===== src/rtl/assert_macros.svh =====
// Assertion helpers shared by the checking code of the color decode unit.
`ifndef ASSERT_MACROS_SVH
`define ASSERT_MACROS_SVH

// Same-cycle implication, ignored while reset is asserted.
`define PMCD_ASSERT_IMPL(label, clk, rst_n, ante, cons) \
    label: assert property (@(posedge clk) disable iff (!(rst_n)) (ante) |-> (cons)) \
        else $error("pmcd: implication check failed");

// Next-cycle implication, ignored while reset is asserted.
`define PMCD_ASSERT_NEXT(label, clk, rst_n, ante, cons) \
    label: assert property (@(posedge clk) disable iff (!(rst_n)) (ante) |=> (cons)) \
        else $error("pmcd: next-cycle check failed");

`endif


===== src/rtl/pmcd_pkg.sv =====
// ----------------------------------------------------------------------------
// pmcd_pkg
// Types, codes and constants of the pixel map color decode unit.
// ----------------------------------------------------------------------------
package pmcd_pkg;

    localparam int PMCD_TABLE_DEPTH = 256;
    localparam int CFG_IDX_W        = 3;
    localparam int CFG_DATA_W       = 16;

    // Pixel kinds and supported sizes.
    localparam logic [15:0] KIND_INDEXED = 16'h0000;
    localparam logic [15:0] KIND_DIRECT  = 16'h0010;
    localparam logic [5:0]  BITS_16      = 6'd16;
    localparam logic [5:0]  BITS_32      = 6'd32;
    localparam logic [4:0]  COMP_BITS_5  = 5'd5;
    localparam logic [4:0]  COMP_BITS_8  = 5'd8;
    localparam logic [3:0]  COMP_COUNT_3 = 4'd3;
    localparam logic [7:0]  ALPHA_OPAQUE = 8'hFF;

    // Configuration register indexes.
    typedef enum logic [CFG_IDX_W-1:0] {
        CFG_PIXEL_KIND      = 3'd0,
        CFG_PIXEL_BITS      = 3'd1,
        CFG_COMPONENT_BITS  = 3'd2,
        CFG_COMPONENT_COUNT = 3'd3,
        CFG_SLOT_MODE       = 3'd4,
        CFG_TABLE_COUNT     = 3'd5,
        CFG_MASK_PRESENT    = 3'd6
    } cfg_idx_t;

    // Result status codes.
    localparam logic [1:0] ST_OK         = 2'd0;
    localparam logic [1:0] ST_NOT_FOUND  = 2'd1;
    localparam logic [1:0] ST_BAD_FORMAT = 2'd2;
    localparam logic [1:0] ST_NO_TABLE   = 2'd3;

    // Request kinds.
    localparam logic REQ_PIXEL = 1'b0;
    localparam logic REQ_WRITE = 1'b1;

    typedef struct packed {
        logic        req_type;
        logic [31:0] pixel_value;
        logic        mask_bit;
        logic [7:0]  entry_slot;
        logic [15:0] entry_number;
        logic [15:0] entry_red;
        logic [15:0] entry_green;
        logic [15:0] entry_blue;
    } pmcd_req_t;

    typedef struct packed {
        logic [7:0] red;
        logic [7:0] green;
        logic [7:0] blue;
        logic [7:0] alpha;
        logic [1:0] status;
    } pmcd_res_t;

    typedef enum logic [2:0] {
        S_IDLE,
        S_DECODE,
        S_SEARCH,
        S_COLOR,
        S_FINISH
    } pmcd_state_t;

    typedef enum logic [3:0] {
        CMD_NONE,
        CMD_LOAD,
        CMD_RES_DECODE,
        CMD_SEARCH_START,
        CMD_SEARCH_STEP,
        CMD_READ_COLOR,
        CMD_RES_COLOR,
        CMD_RES_MISS,
        CMD_OUT
    } pmcd_op_t;

    typedef struct packed {
        pmcd_op_t op;
    } pmcd_cmd_t;

    typedef struct packed {
        logic no_lookup;   // table write, format error or direct pixel
        logic slot_mode;
        logic slot_hit;
        logic num_match;
        logic search_end;
        logic out_free;
    } pmcd_sts_t;

endpackage


===== src/rtl/pmcd_ctrl.sv =====
// ----------------------------------------------------------------------------
// pmcd_ctrl
// Sequencer: decode, optional table search, color read and result hand-off.
// ----------------------------------------------------------------------------
module pmcd_ctrl
    import pmcd_pkg::*;
(
    input  logic      clk,
    input  logic      rst_n,
    input  logic      in_valid,
    output logic      in_ready,
    input  pmcd_sts_t sts,
    output pmcd_cmd_t cmd
);

    pmcd_state_t state_reg;
    pmcd_state_t state_next;

    // State register.
    always_ff @(posedge clk or negedge rst_n)
    begin
        if (!rst_n)
        begin
            state_reg <= S_IDLE;
        end
        else
        begin
            state_reg <= state_next;
        end
    end

    // Next state.
    always_comb
    begin
        state_next = state_reg;
        unique case (state_reg)
            S_IDLE:
            begin
                if (in_valid)
                begin
                    state_next = S_DECODE;
                end
            end
            S_DECODE:
            begin
                priority if (sts.no_lookup)
                begin
                    state_next = S_FINISH;
                end
                else if (sts.slot_mode)
                begin
                    state_next = sts.slot_hit ? S_COLOR : S_FINISH;
                end
                else
                begin
                    state_next = S_SEARCH;
                end
            end
            S_SEARCH:
            begin
                priority if (sts.num_match)
                begin
                    state_next = S_COLOR;
                end
                else if (sts.search_end)
                begin
                    state_next = S_FINISH;
                end
            end
            S_COLOR:
            begin
                state_next = S_FINISH;
            end
            S_FINISH:
            begin
                if (sts.out_free)
                begin
                    state_next = S_IDLE;
                end
            end
            default:
            begin
                state_next = S_IDLE;
            end
        endcase
    end

    // Outputs.
    always_comb
    begin
        cmd.op   = CMD_NONE;
        in_ready = 1'b0;
        unique case (state_reg)
            S_IDLE:
            begin
                in_ready = 1'b1;
                if (in_valid)
                begin
                    cmd.op = CMD_LOAD;
                end
            end
            S_DECODE:
            begin
                priority if (sts.no_lookup)
                begin
                    cmd.op = CMD_RES_DECODE;
                end
                else if (sts.slot_mode)
                begin
                    cmd.op = sts.slot_hit ? CMD_READ_COLOR : CMD_RES_MISS;
                end
                else
                begin
                    cmd.op = CMD_SEARCH_START;
                end
            end
            S_SEARCH:
            begin
                priority if (sts.num_match)
                begin
                    cmd.op = CMD_READ_COLOR;
                end
                else if (sts.search_end)
                begin
                    cmd.op = CMD_RES_MISS;
                end
                else
                begin
                    cmd.op = CMD_SEARCH_STEP;
                end
            end
            S_COLOR:
            begin
                cmd.op = CMD_RES_COLOR;
            end
            S_FINISH:
            begin
                if (sts.out_free)
                begin
                    cmd.op = CMD_OUT;
                end
            end
            default:
            begin
                cmd.op = CMD_NONE;
            end
        endcase
    end

endmodule


===== config.mk =====
export PLATFORM = sky130hd
export DESIGN_NAME = pmcd_ctrl
export DESIGN_NICKNAME = d
export VERILOG_FILES = /design/src/rtl/assert_macros.svh /design/src/rtl/pmcd_pkg.sv /design/src/rtl/pmcd_ctrl.sv
export SDC_FILE = /design/constraint.sdc
export NUM_CORES = 1
export LEC_CHECK = 0
export BUFFER_PORTS_ARGS = -buffer_cell sky130_fd_sc_hd__buf_2
export CAP_MARGIN = 20
export CORE_AREA = 2 2 39 41
export CTS_CLUSTER_SIZE = 14
export DETAILED_ROUTE_END_ITERATION = 10
export DIE_AREA = 0 0 41 43
export GPL_ROUTABILITY_DRIVEN = 0
export GPL_TIMING_DRIVEN = 0
export PLACE_DENSITY_LB_ADDON = 0.1
export REMOVE_ABC_BUFFERS = 1
export SLEW_MARGIN = 20
export SYNTH_ARGS = -nofsm -noshare
export SYNTH_HDL_FRONTEND = slang
export SYNTH_SLANG_ARGS = --single-unit

===== constraint.sdc =====
create_clock -name clk -period 1 [get_ports clk]
set_input_delay 0.2 -clock clk [delete_from_list [all_inputs] [get_ports clk]]
set_output_delay 0.2 -clock clk [all_outputs]
set_load 0.05 [all_outputs]

### Word level (Yosys, flattened, before mapping)

Index checks and enable logic that the tools add are counted.

* word-level logic and storage cells: 27
* bits in registers: 3
* bits of input ports: 9

* multiplexer cells: 17
* equality and inequality tests: 7
* reduce and logical (&&, ||, !) cells: 2

Operators by type and width (number)
* 3-bit two-way mux: 9
* 4-bit case mux with 5 select lines: 1
* 3-bit case mux with 5 select lines: 1
* 3-bit by 2-bit == test with 1-bit output, second input constant: 2
* 2-bit two-way mux: 3
* 4-bit two-way mux: 1
* 2-bit != test, second input constant: 2
* 3-bit by 1-bit == test with 1-bit output, second input constant: 1
* 3-bit == test, second input constant: 1
* 3-bit logical NOT: 1
* 3-bit != test, second input constant: 1
* 3-bit AND reduction: 1
* 1-bit two-way mux: 2

### Longest topological paths before layout

Gate-level depths: netlist (run 1).

* depth after elaboration: 4
* depth in mapped cells: 5
* depth with buffers taken out: 4

### Least setup slack after synthesis (run 1)

No wires, ideal clock.

* kind: register to output
* start: register state_reg[1]
* end: output port in_ready
* path slack: -0.851 ns
* required time: 0.800 ns
* stages on the path, launching flop included: 3
* path buffers: 1
* arrival: 1.651 ns
* cells stage by stage: dfrtp_1 buf_2 nor3_1

* cells in the longest elaborated chain, start to end: 2

Ends and longest elaborated chain
* start, declared: RTL line pmcd_ctrl.sv:16 `pmcd_state_t state_reg;`
* start signal, assigned: RTL line pmcd_ctrl.sv:28 `state_reg <= state_next;`
* 3-bit logical NOT: RTL line pmcd_ctrl.sv:93 `unique case (state_reg)`
* 1-bit two-way mux: RTL line pmcd_ctrl.sv:93
* end, declared: RTL line pmcd_ctrl.sv:11 `output logic in_ready,`

Every way passes these cells.

==> key figures, run 1 <==
Worst setup path
  – Required time worst endpoint: 800 ps
  – Arr. time, crit path: 1350 ps
  – Most Frequent Cell on Critical Path: a21oi_2
  – RR Startpoint: state_reg[0]$_DFFE_PN0P_
  – Crit-path max FO: 5
  – Cell-by-cell trace of the critical path: or2b_1, a21oi_2, a21oi_2, nor2_1, buf_6
  – Delay of the slowest critical-path stage: 390 ps
  – Worst path top cell family by delay: flip-flops
  – CP max-delay cell: dfrtp_2
  – RR Endpoint: state_reg[0]$_DFFE_PN0P_
  – Reg2Reg Depth: 5
  – Crit Path Category: flop to primary output
  – Crit end category: primary output
  – CP Buf/Inv Count: 1
  – Startpoint Class: flop
  – Reg2reg setup slack: -240 ps

Power
  – Leakage: 0.226 nW
  – Clock power frac: 12.4%
  – Sequential share of power: 18.1%
  – Switching pwr: 0.856 mW
  – Pwr dens: 3650 nW/µm²
  – Power Internal: 0.818 mW
  – Peak supply drop: 1.18 mV
  – Switching part of the total: 51.1%
  – Tot Pwr: 1.67 mW
  – Gate power share: 69.5%

Synthesis
  – Distinct cell type count after synthesis: 21
  – Syn_area_per_cell: 7.37 µm²
  – Seq/Total Area, Yosys: 27.5%
  – YS warnings: 0
  – Synth Cell Area: 273 µm²
  – Yosys reg bits: 3
  – Synth Instances: 37

STA
  – Clock Skew: 3.12 ps
  – Final slew viol count: 0
  – Fmax: 646 MHz
  – Final setup margin: -548 ps
  – Worst-margin pin slew: 272 ps
  – RSZ-0062 raised after global routing: true
  – Final setup vio count: 8
  – Relative slew margins: 81.9%
  – Final Cycle Share: 155%
  – Hold Vio Cnt, Final: 0
  – Tmin final: 1550 ps

Floorplan
  – Die Y: 43 µm
  – Core Box Area: 1380 µm²
  – Ports: 14
  – Die Area: 1760 µm²
  – Die W: 41 µm
  – Std-Cell Rows: 14
  – Initial Utilization: 19.7%

Outcome
  – Outcome: finished with violations
  – Failing checks: negative setup slack

Clock tree
  – Clock transition at the registers of the reported paths: 40 ps
  – Root buf cell: clkbuf_4
  – CTS max path bufs: 2
  – Clock Latency Late Sink: 230 ps
  – Cts bufs inserted: 3
  – CTS tree: yes
  – H-tree depth: 1
  – CTS sink count: 3

Finish
  – Fraction of layout cells with a size suffix above 1: 53.4%
  – Finished Cell Area: 459 µm²
  – Antenna Cells: 0
  – Area delta synth->final: 68.3%
  – Max FFs per register: 3
  – # nets final: 68
  – Core Util, Final: 33.2%

Placement
  – Port buffer count: 13
  – HPWL after detailed placement: 516 µm
  – Cell Area, Placed: 338 µm²

Global routing
  – Global route total overflow: 0
  – Largest net degree at the start of global routing: 13
  – Global-route wire length before repair: 1310 µm
  – Total track usage: 10.7%
  – Vias in the first global route: 326
  – Initial antenna violation count: 0

Route
  – Residual DRC count: 0
  – Total vias in the final route: 327
  – Via density: 4.42
  – Post-DR wirelength/cell: 10.2 µm
  – Drt total wl: 758 µm
  – Initial DRT Pass Iterations: 1
  – Antenna-violating nets left: 0
  – Drt first-iter violations: 0

Hold path
  – Hold Crit Endpoint: state_reg[2]$_DFFE_PN0P_
  – Min-delay worst type: input pin to flop
  – Hold path start: sts[0]
  – Hold path depth: 2

Flow run
  – Max-cap violations: 0
==> cells in the final DEF, fill, tap and decap left out, types with 2 or more instances in the layout <==
master,n
inv_1,2
nor2_1,6
buf_2,9
buf_6,3
o21ai_0,2
a21oi_1,2
a21oi_2,3
nand2b_1,2
nand2_1,2
buf_4,7
nor3_2,2
clkbuf_4,3
dfrtp_2,2
==> logic make-up after synthesis <==
group | share of synthesized area, %
flip-flops | 27.5
buffers and inverters | 11.5
AO/OA/AOI/OAI | 30.7
AND/OR/NAND/NOR | 30.3
==> power by group through the flow <==
stage          registers, mW  logic (mW)  clock network [mW]
2_1_floorplan          0.281       0.670                   0
4_1_cts                0.303        1.12               0.219
5_1_grt                0.328        1.25               0.227
3_5_place_dp           0.323       0.840                   0
3_3_place_gp           0.321       0.841                   0
6_report               0.303        1.16               0.208
==> metrics by stage <==
step | hold WS (ps) | instances | worst slack (ps) | setup TNS [ps]
final | 160 | 74 | -548 | -3080
after global placement | -5.32 | 63 | -543 | -2270
after CTS | 153 | 73 | -561 | -3200
after global routing | 165 | 74 | -624 | -3760
after detailed placement | -2.07 | 63 | -550 | -2330
after floorplan | -95.6 | 34 | -801 | -3170
==> worst register-to-register path, cell delays in order, from the launching register on <==
cell and delay (ps):
dfrtp_2 390, buf_2 160, buf_4 120, nor3_2 40, a311oi_2 280, o211a_1 190
==> Yosys cell counts, drive strengths merged <==
library cell | count | area [µm²]
a21oi | 5 | 25.0
a311oi | 1 | 15.0
o2bb2ai | 1 | 8.76
and3 | 1 | 6.26
nor3 | 3 | 20.0
dfrtp | 3 | 75.1
inv | 3 | 11.3
a31oi | 1 | 6.26
or2b | 1 | 7.51
a31o | 1 | 8.76
nor2 | 6 | 22.5
nand2b | 2 | 12.5
nand2 | 2 | 7.51
buf | 3 | 20.0
o21ai | 2 | 10.0
o211a | 1 | 10.0
nor2b | 1 | 6.26
==> worst max-delay path by stage <==
stage                     to                     start  depth (start not counted)  slack, ps
floorplan           in_ready  state_reg[1]$_DFFE_PN0P_                          1       -800
global placement      cmd[0]  state_reg[0]$_DFFE_PN0P_                          5       -540
detailed placement    cmd[0]  state_reg[0]$_DFFE_PN0P_                          5       -550
CTS                   cmd[0]  state_reg[0]$_DFFE_PN0P_                          5       -560
global route          cmd[0]  state_reg[0]$_DFFE_PN0P_                          5       -620
finish                cmd[0]  state_reg[0]$_DFFE_PN0P_                          5       -550
==> cell type report <==
class                           instances  area [µm²]
Inverter                                3        11.3
Timing Repair Buffer                   20         141
Sequential cell                         3        77.6
Fill cell                             153         925
Clock buffer                            4        26.3
Tap cell                               16        20.0
Multi-Input combinational cell         28         183
==> per-layer routing <==
metal  wire length, µm  part of all wire, %  track usage (%)
met4                 0                    0             4.00
met5                 0                    0                0
met3                30                  4.0             1.57
met2               372                   49             15.6
met1               355                   47             15.2
==> timing repair <==
action	in CTS	in global routing
buffers inserted	5	1
endpoints found under the setup margin	8	8
hold buffers	1	0
pin swaps	4	2
hold endpoints to repair	3	0
gates resized for setup	13	2
(Power assumes the default switching activity.)
==> run 2: changes to the inputs <==
PLACE_DENSITY_LB_ADDON = 0.2   (was 0.1)
==> key figures, run 2 (synthesized netlist as in run 1, its figures left out) <==
Finish
  – Most common cell after layout, fill and taps aside: buf_2
  – # nets final: 68
  – Most frequent cells in the layout: buf_2, buf_6, nor2_1
  – Max FFs per register: 3
  – Core Util, Final: 36.3%
  – Antenna Cells: 0
  – Area delta synth->final: 83.9%
  – Fraction of layout cells with a size suffix above 1: 56.9%
  – Finished Cell Area: 502 µm²

Worst setup path
  – Reg2reg setup slack: -220 ps
  – Reg2Reg Depth: 6
  – Crit Path Category: flop to primary output
  – Delay of the slowest critical-path stage: 380 ps
  – Arr. time, crit path: 1350 ps
  – Crit-path max FO: 5
  – Crit end category: primary output
  – Worst path top cell family by delay: simple AND/OR/NAND/NOR gates
  – Startpoint Class: flop
  – CP Buf/Inv Count: 1
  – RR Endpoint: state_reg[2]$_DFFE_PN0P_
  – CP max-delay cell: dfrtp_2
  – Cell-by-cell trace of the critical path: or2b_1, a21oi_2, a21oi_1, nor2_1, buf_6
  – Required time worst endpoint: 800 ps
  – RR Startpoint: state_reg[0]$_DFFE_PN0P_

Flow run
  – Max-cap violations: 0

Clock tree
  – Cts bufs inserted: 3
  – CTS sink count: 3
  – Clock Latency Late Sink: 240 ps
  – CTS max path bufs: 2
  – Root buf cell: clkbuf_4
  – Clock transition at the registers of the reported paths: 40 ps
  – CTS tree: yes
  – H-tree depth: 1

STA
  – Final setup margin: -554 ps
  – Final setup vio count: 8
  – Worst-margin pin slew: 228 ps
  – Final Cycle Share: 155%
  – Tmin final: 1550 ps
  – Relative slew margins: 84.8%
  – Setup TNS: -3140 ps
  – Fmax: 643 MHz
  – Hold Vio Cnt, Final: 0
  – Final slew viol count: 0
  – Clock Skew: 2.88 ps
  – RSZ-0062 raised after global routing: true

Route
  – Residual DRC count: 0
  – Met1 wire length: 338 µm
  – Drt total wl: 781 µm
  – Post-DR wirelength/cell: 10.6 µm
  – DR WL met3: 46 µm
  – WL met2: 376 µm
  – Max Used Layer: met4
  – Antenna-violating nets left: 0
  – Initial DRT Pass Iterations: 4
  – Via density: 4.41
  – Total vias in the final route: 326
  – Drt first-iter violations: 6

Placement
  – Port buffer count: 13
  – DP Worst Slack: -566 ps
  – Cell Area, Placed: 338 µm²
  – HPWL after detailed placement: 499 µm

Floorplan
  – Die W: 41 µm
  – Core Box Area: 1380 µm²
  – Ports: 14
  – Die Y: 43 µm
  – Std-Cell Rows: 14
  – Die Area: 1760 µm²
  – Initial Utilization: 19.7%

Hold path
  – Hold path start: sts[0]
  – Min-delay worst type: input pin to flop
  – Hold Crit Endpoint: state_reg[2]$_DFFE_PN0P_
  – Hold path depth: 2

Power
  – Leakage: 0.235 nW
  – Peak supply drop: 1.62 mV
  – Tot Pwr: 1.90 mW
  – Pwr dens: 3780 nW/µm²

Global routing
  – Global-route wire length before repair: 1300 µm
  – Vias in the first global route: 349
  – Largest net degree at the start of global routing: 9
  – Total track usage: 11.4%
  – Global route total overflow: 0
  – Initial antenna violation count: 0

Outcome
  – Outcome: finished with violations
  – Failing checks: negative setup slack
-- run 2: worst max-delay path by stage --
stage,to,depth (start not counted),slack (ps),start
global route,cmd[0],5,-620,state_reg[0]$_DFFE_PN0P_
finish,cmd[0],5,-550,state_reg[0]$_DFFE_PN0P_
floorplan,in_ready,1,-800,state_reg[1]$_DFFE_PN0P_
CTS,cmd[0],5,-570,state_reg[0]$_DFFE_PN0P_
detailed placement,cmd[0],5,-570,state_reg[0]$_DFFE_PN0P_
global placement,cmd[0],5,-560,state_reg[0]$_DFFE_PN0P_
-- run 2: final cells by class --
| cell class | instances | area [µm²] |
|---|---|---|
| Fill cell | 158 | 882 |
| Multi-Input combinational cell | 28 | 198 |
| Timing Repair Buffer | 20 | 168 |
| Sequential cell | 3 | 78.8 |
| Clock buffer | 4 | 26.3 |
| Tap cell | 16 | 20.0 |
| Inverter | 3 | 11.3 |
-- run 2: power by group --
| part | internal, mW | total, mW | switching (mW) |
|---|---|---|---|
| logic | 0.629 | 1.38 | 0.749 |
| registers | 0.184 | 0.294 | 0.110 |
| clock network | 0.150 | 0.223 | 0.0731 |
| total | 0.963 | 1.90 | 0.932 |
-- run 2: repair_timing --
item / CTS / global route
endpoints found under the setup margin: 8 / 8
setup buffers: 6 / 0
hold endpoints to repair: 3 / 0
resized for setup: 16 / 6
hold buffers: 1 / 0
pin swaps: 4 / 3
-- run 2: layer usage --
metal / vias up / track usage [%]
li1: 169 / -
met1: 143 / 12.9
met2: 12 / 16.6
met3: 2 / 3.14
met4: 0 / 10.0
met5: - / 0
-- run 2: stage by stage --
| step | cells | hold slack [ps] |
|---|---|---|
| 6_report | 74 | 153 |
| 5_1_grt | 74 | 169 |
| 4_1_cts | 74 | 148 |
| 3_5_place_dp | 63 | -2.59 |
| 3_3_place_gp | 63 | -2.70 |
| 2_1_floorplan | 34 | -95.6 |
==> run 3: changes to the inputs <==
GPL_TIMING_DRIVEN = unset   (was 0)
SKIP_CTS_REPAIR_TIMING = 1   (was unset)
==> key figures, run 3 (synthesized netlist as in run 1, its figures left out) <==
Worst setup path
  – Crit end category: primary output
  – Arr. time, crit path: 1390 ps
  – Startpoint Class: flop
  – Cell-by-cell trace of the critical path: or2b_1, a21oi_1, a21oi_1, nor2_1, buf_6
  – CP max-delay cell: dfrtp_1
  – RR Startpoint: state_reg[0]$_DFFE_PN0P_
  – Reg2reg setup slack: -270 ps
  – RR Endpoint: state_reg[2]$_DFFE_PN0P_
  – Required time worst endpoint: 800 ps
  – Delay of the slowest critical-path stage: 390 ps
  – Most Frequent Cell on Critical Path: a21oi_1
  – Worst path top cell family by delay: simple AND/OR/NAND/NOR gates
  – Crit-path max FO: 5
  – Crit Path Category: flop to primary output
  – Reg2Reg Depth: 5
  – CP Buf/Inv Count: 1

Outcome
  – Outcome: finished with violations
  – Failing checks: negative setup slack

Hold path
  – Hold path start: sts[0]
  – Hold Crit Endpoint: state_reg[2]$_DFFE_PN0P_
  – Hold path depth: 2
  – Min-delay worst type: input pin to flop

Route
  – Initial DRT Pass Iterations: 4
  – Drt total wl: 794 µm
  – Total vias in the final route: 362
  – Via density: 4.36
  – Post-DR wirelength/cell: 9.57 µm
  – Antenna-violating nets left: 0
  – Residual DRC count: 0
  – Drt first-iter violations: 1

Floorplan
  – Die Area: 1760 µm²
  – Std-Cell Rows: 14
  – Die Y: 43 µm
  – Core Box Area: 1380 µm²
  – Ports: 14
  – Die W: 41 µm
  – Initial Utilization: 19.7%

Flow run
  – Max-cap violations: 0

STA
  – Clock Skew: 4.70 ps
  – Hold Vio Cnt, Final: 0
  – Hold slack: 166 ps
  – Final Cycle Share: 159%
  – Relative slew margins: 81.9%
  – RSZ-0062 raised after global routing: true
  – Final setup vio count: 8
  – Final slew viol count: 0
  – Final setup margin: -586 ps
  – Worst-margin pin slew: 272 ps
  – Tmin final: 1590 ps
  – Fmax: 631 MHz

Finish
  – Core Util, Final: 37.9%
  – Area delta synth->final: 92.2%
  – Most common cell after layout, fill and taps aside: buf_4
  – Fraction of layout cells with a size suffix above 1: 55.2%
  – Most frequent cells in the layout: buf_4, buf_2, nor2_1, a21oi_1, buf_6
  – # nets final: 77
  – Antenna Cells: 0
  – Max FFs per register: 3
  – Finished Layout Cells: 83

Clock tree
  – Cts bufs inserted: 3
  – Clock transition at the registers of the reported paths: 40 ps
  – Clock Latency Late Sink: 240 ps
  – H-tree depth: 1
  – CTS tree: yes
  – Root buf cell: clkbuf_4
  – CTS max path bufs: 2
  – CTS sink count: 3

Placement
  – HPWL after detailed placement: 594 µm
  – Placed Instances: 76
  – Port buffer count: 13

Global routing
  – Vias in the first global route: 300
  – Global-route wire length before repair: 1190 µm
  – Initial antenna violation count: 0
  – Global route total overflow: 0
  – Largest net degree at the start of global routing: 12
  – Total track usage: 10.8%

Power
  – Peak supply drop: 1.26 mV
  – Leakage: 0.270 nW
  – Pwr dens: 3530 nW/µm²
==> run 3: changes by cell type in the layout (fill, tap and decap cells not counted), sizes merged <==
cell	before	now
buf	19	28
==> run 3: worst max-delay path by stage <==
stage                           to  cells past startpoint                      from
after detailed placement    cmd[0]                      5  state_reg[0]$_DFFE_PN0P_
after global placement      cmd[1]                      5  state_reg[0]$_DFFE_PN0P_
after global routing        cmd[0]                      5  state_reg[0]$_DFFE_PN0P_
final                       cmd[0]                      5  state_reg[0]$_DFFE_PN0P_
after floorplan           in_ready                      1  state_reg[1]$_DFFE_PN0P_
after CTS                   cmd[0]                      5  state_reg[0]$_DFFE_PN0P_
==> run 3: layout make-up <==
class	instances	area, µm²
fill	154	860
tap	16	20.0
multi-input combinational	28	175
timing repair buffer	29	215
inverter	3	11.3
sequential	3	76.3
clock buffer	4	26.3
==> run 3: stage by stage <==
step	area [µm²]	setup TNS (ps)	total power, mW	setup slack (ps)
after floorplan	253	-3170	0.951	-801
after global placement	435	-2010	1.45	-342
after detailed placement	435	-2040	1.44	-378
after CTS	462	-3410	1.67	-639
after global routing	524	-3970	1.97	-647
final	524	-3370	1.85	-586
==> run 3: routing by layer <==
metal / global-route usage [%] / part of all wire [%]
met3: 3.66 / 5.7
met4: 12.0 / 3.1
met1: 11.7 / 44
met2: 14.4 / 47
met5: 0 / 0
==> run 3: power by group <==
part | internal (mW) | total, mW | switching (mW) | leakage [nW]
clock | 0.150 | 0.219 | 0.0691 | 0.0150
sequential | 0.176 | 0.291 | 0.114 | 0.0373
combinational | 0.640 | 1.34 | 0.703 | 0.217
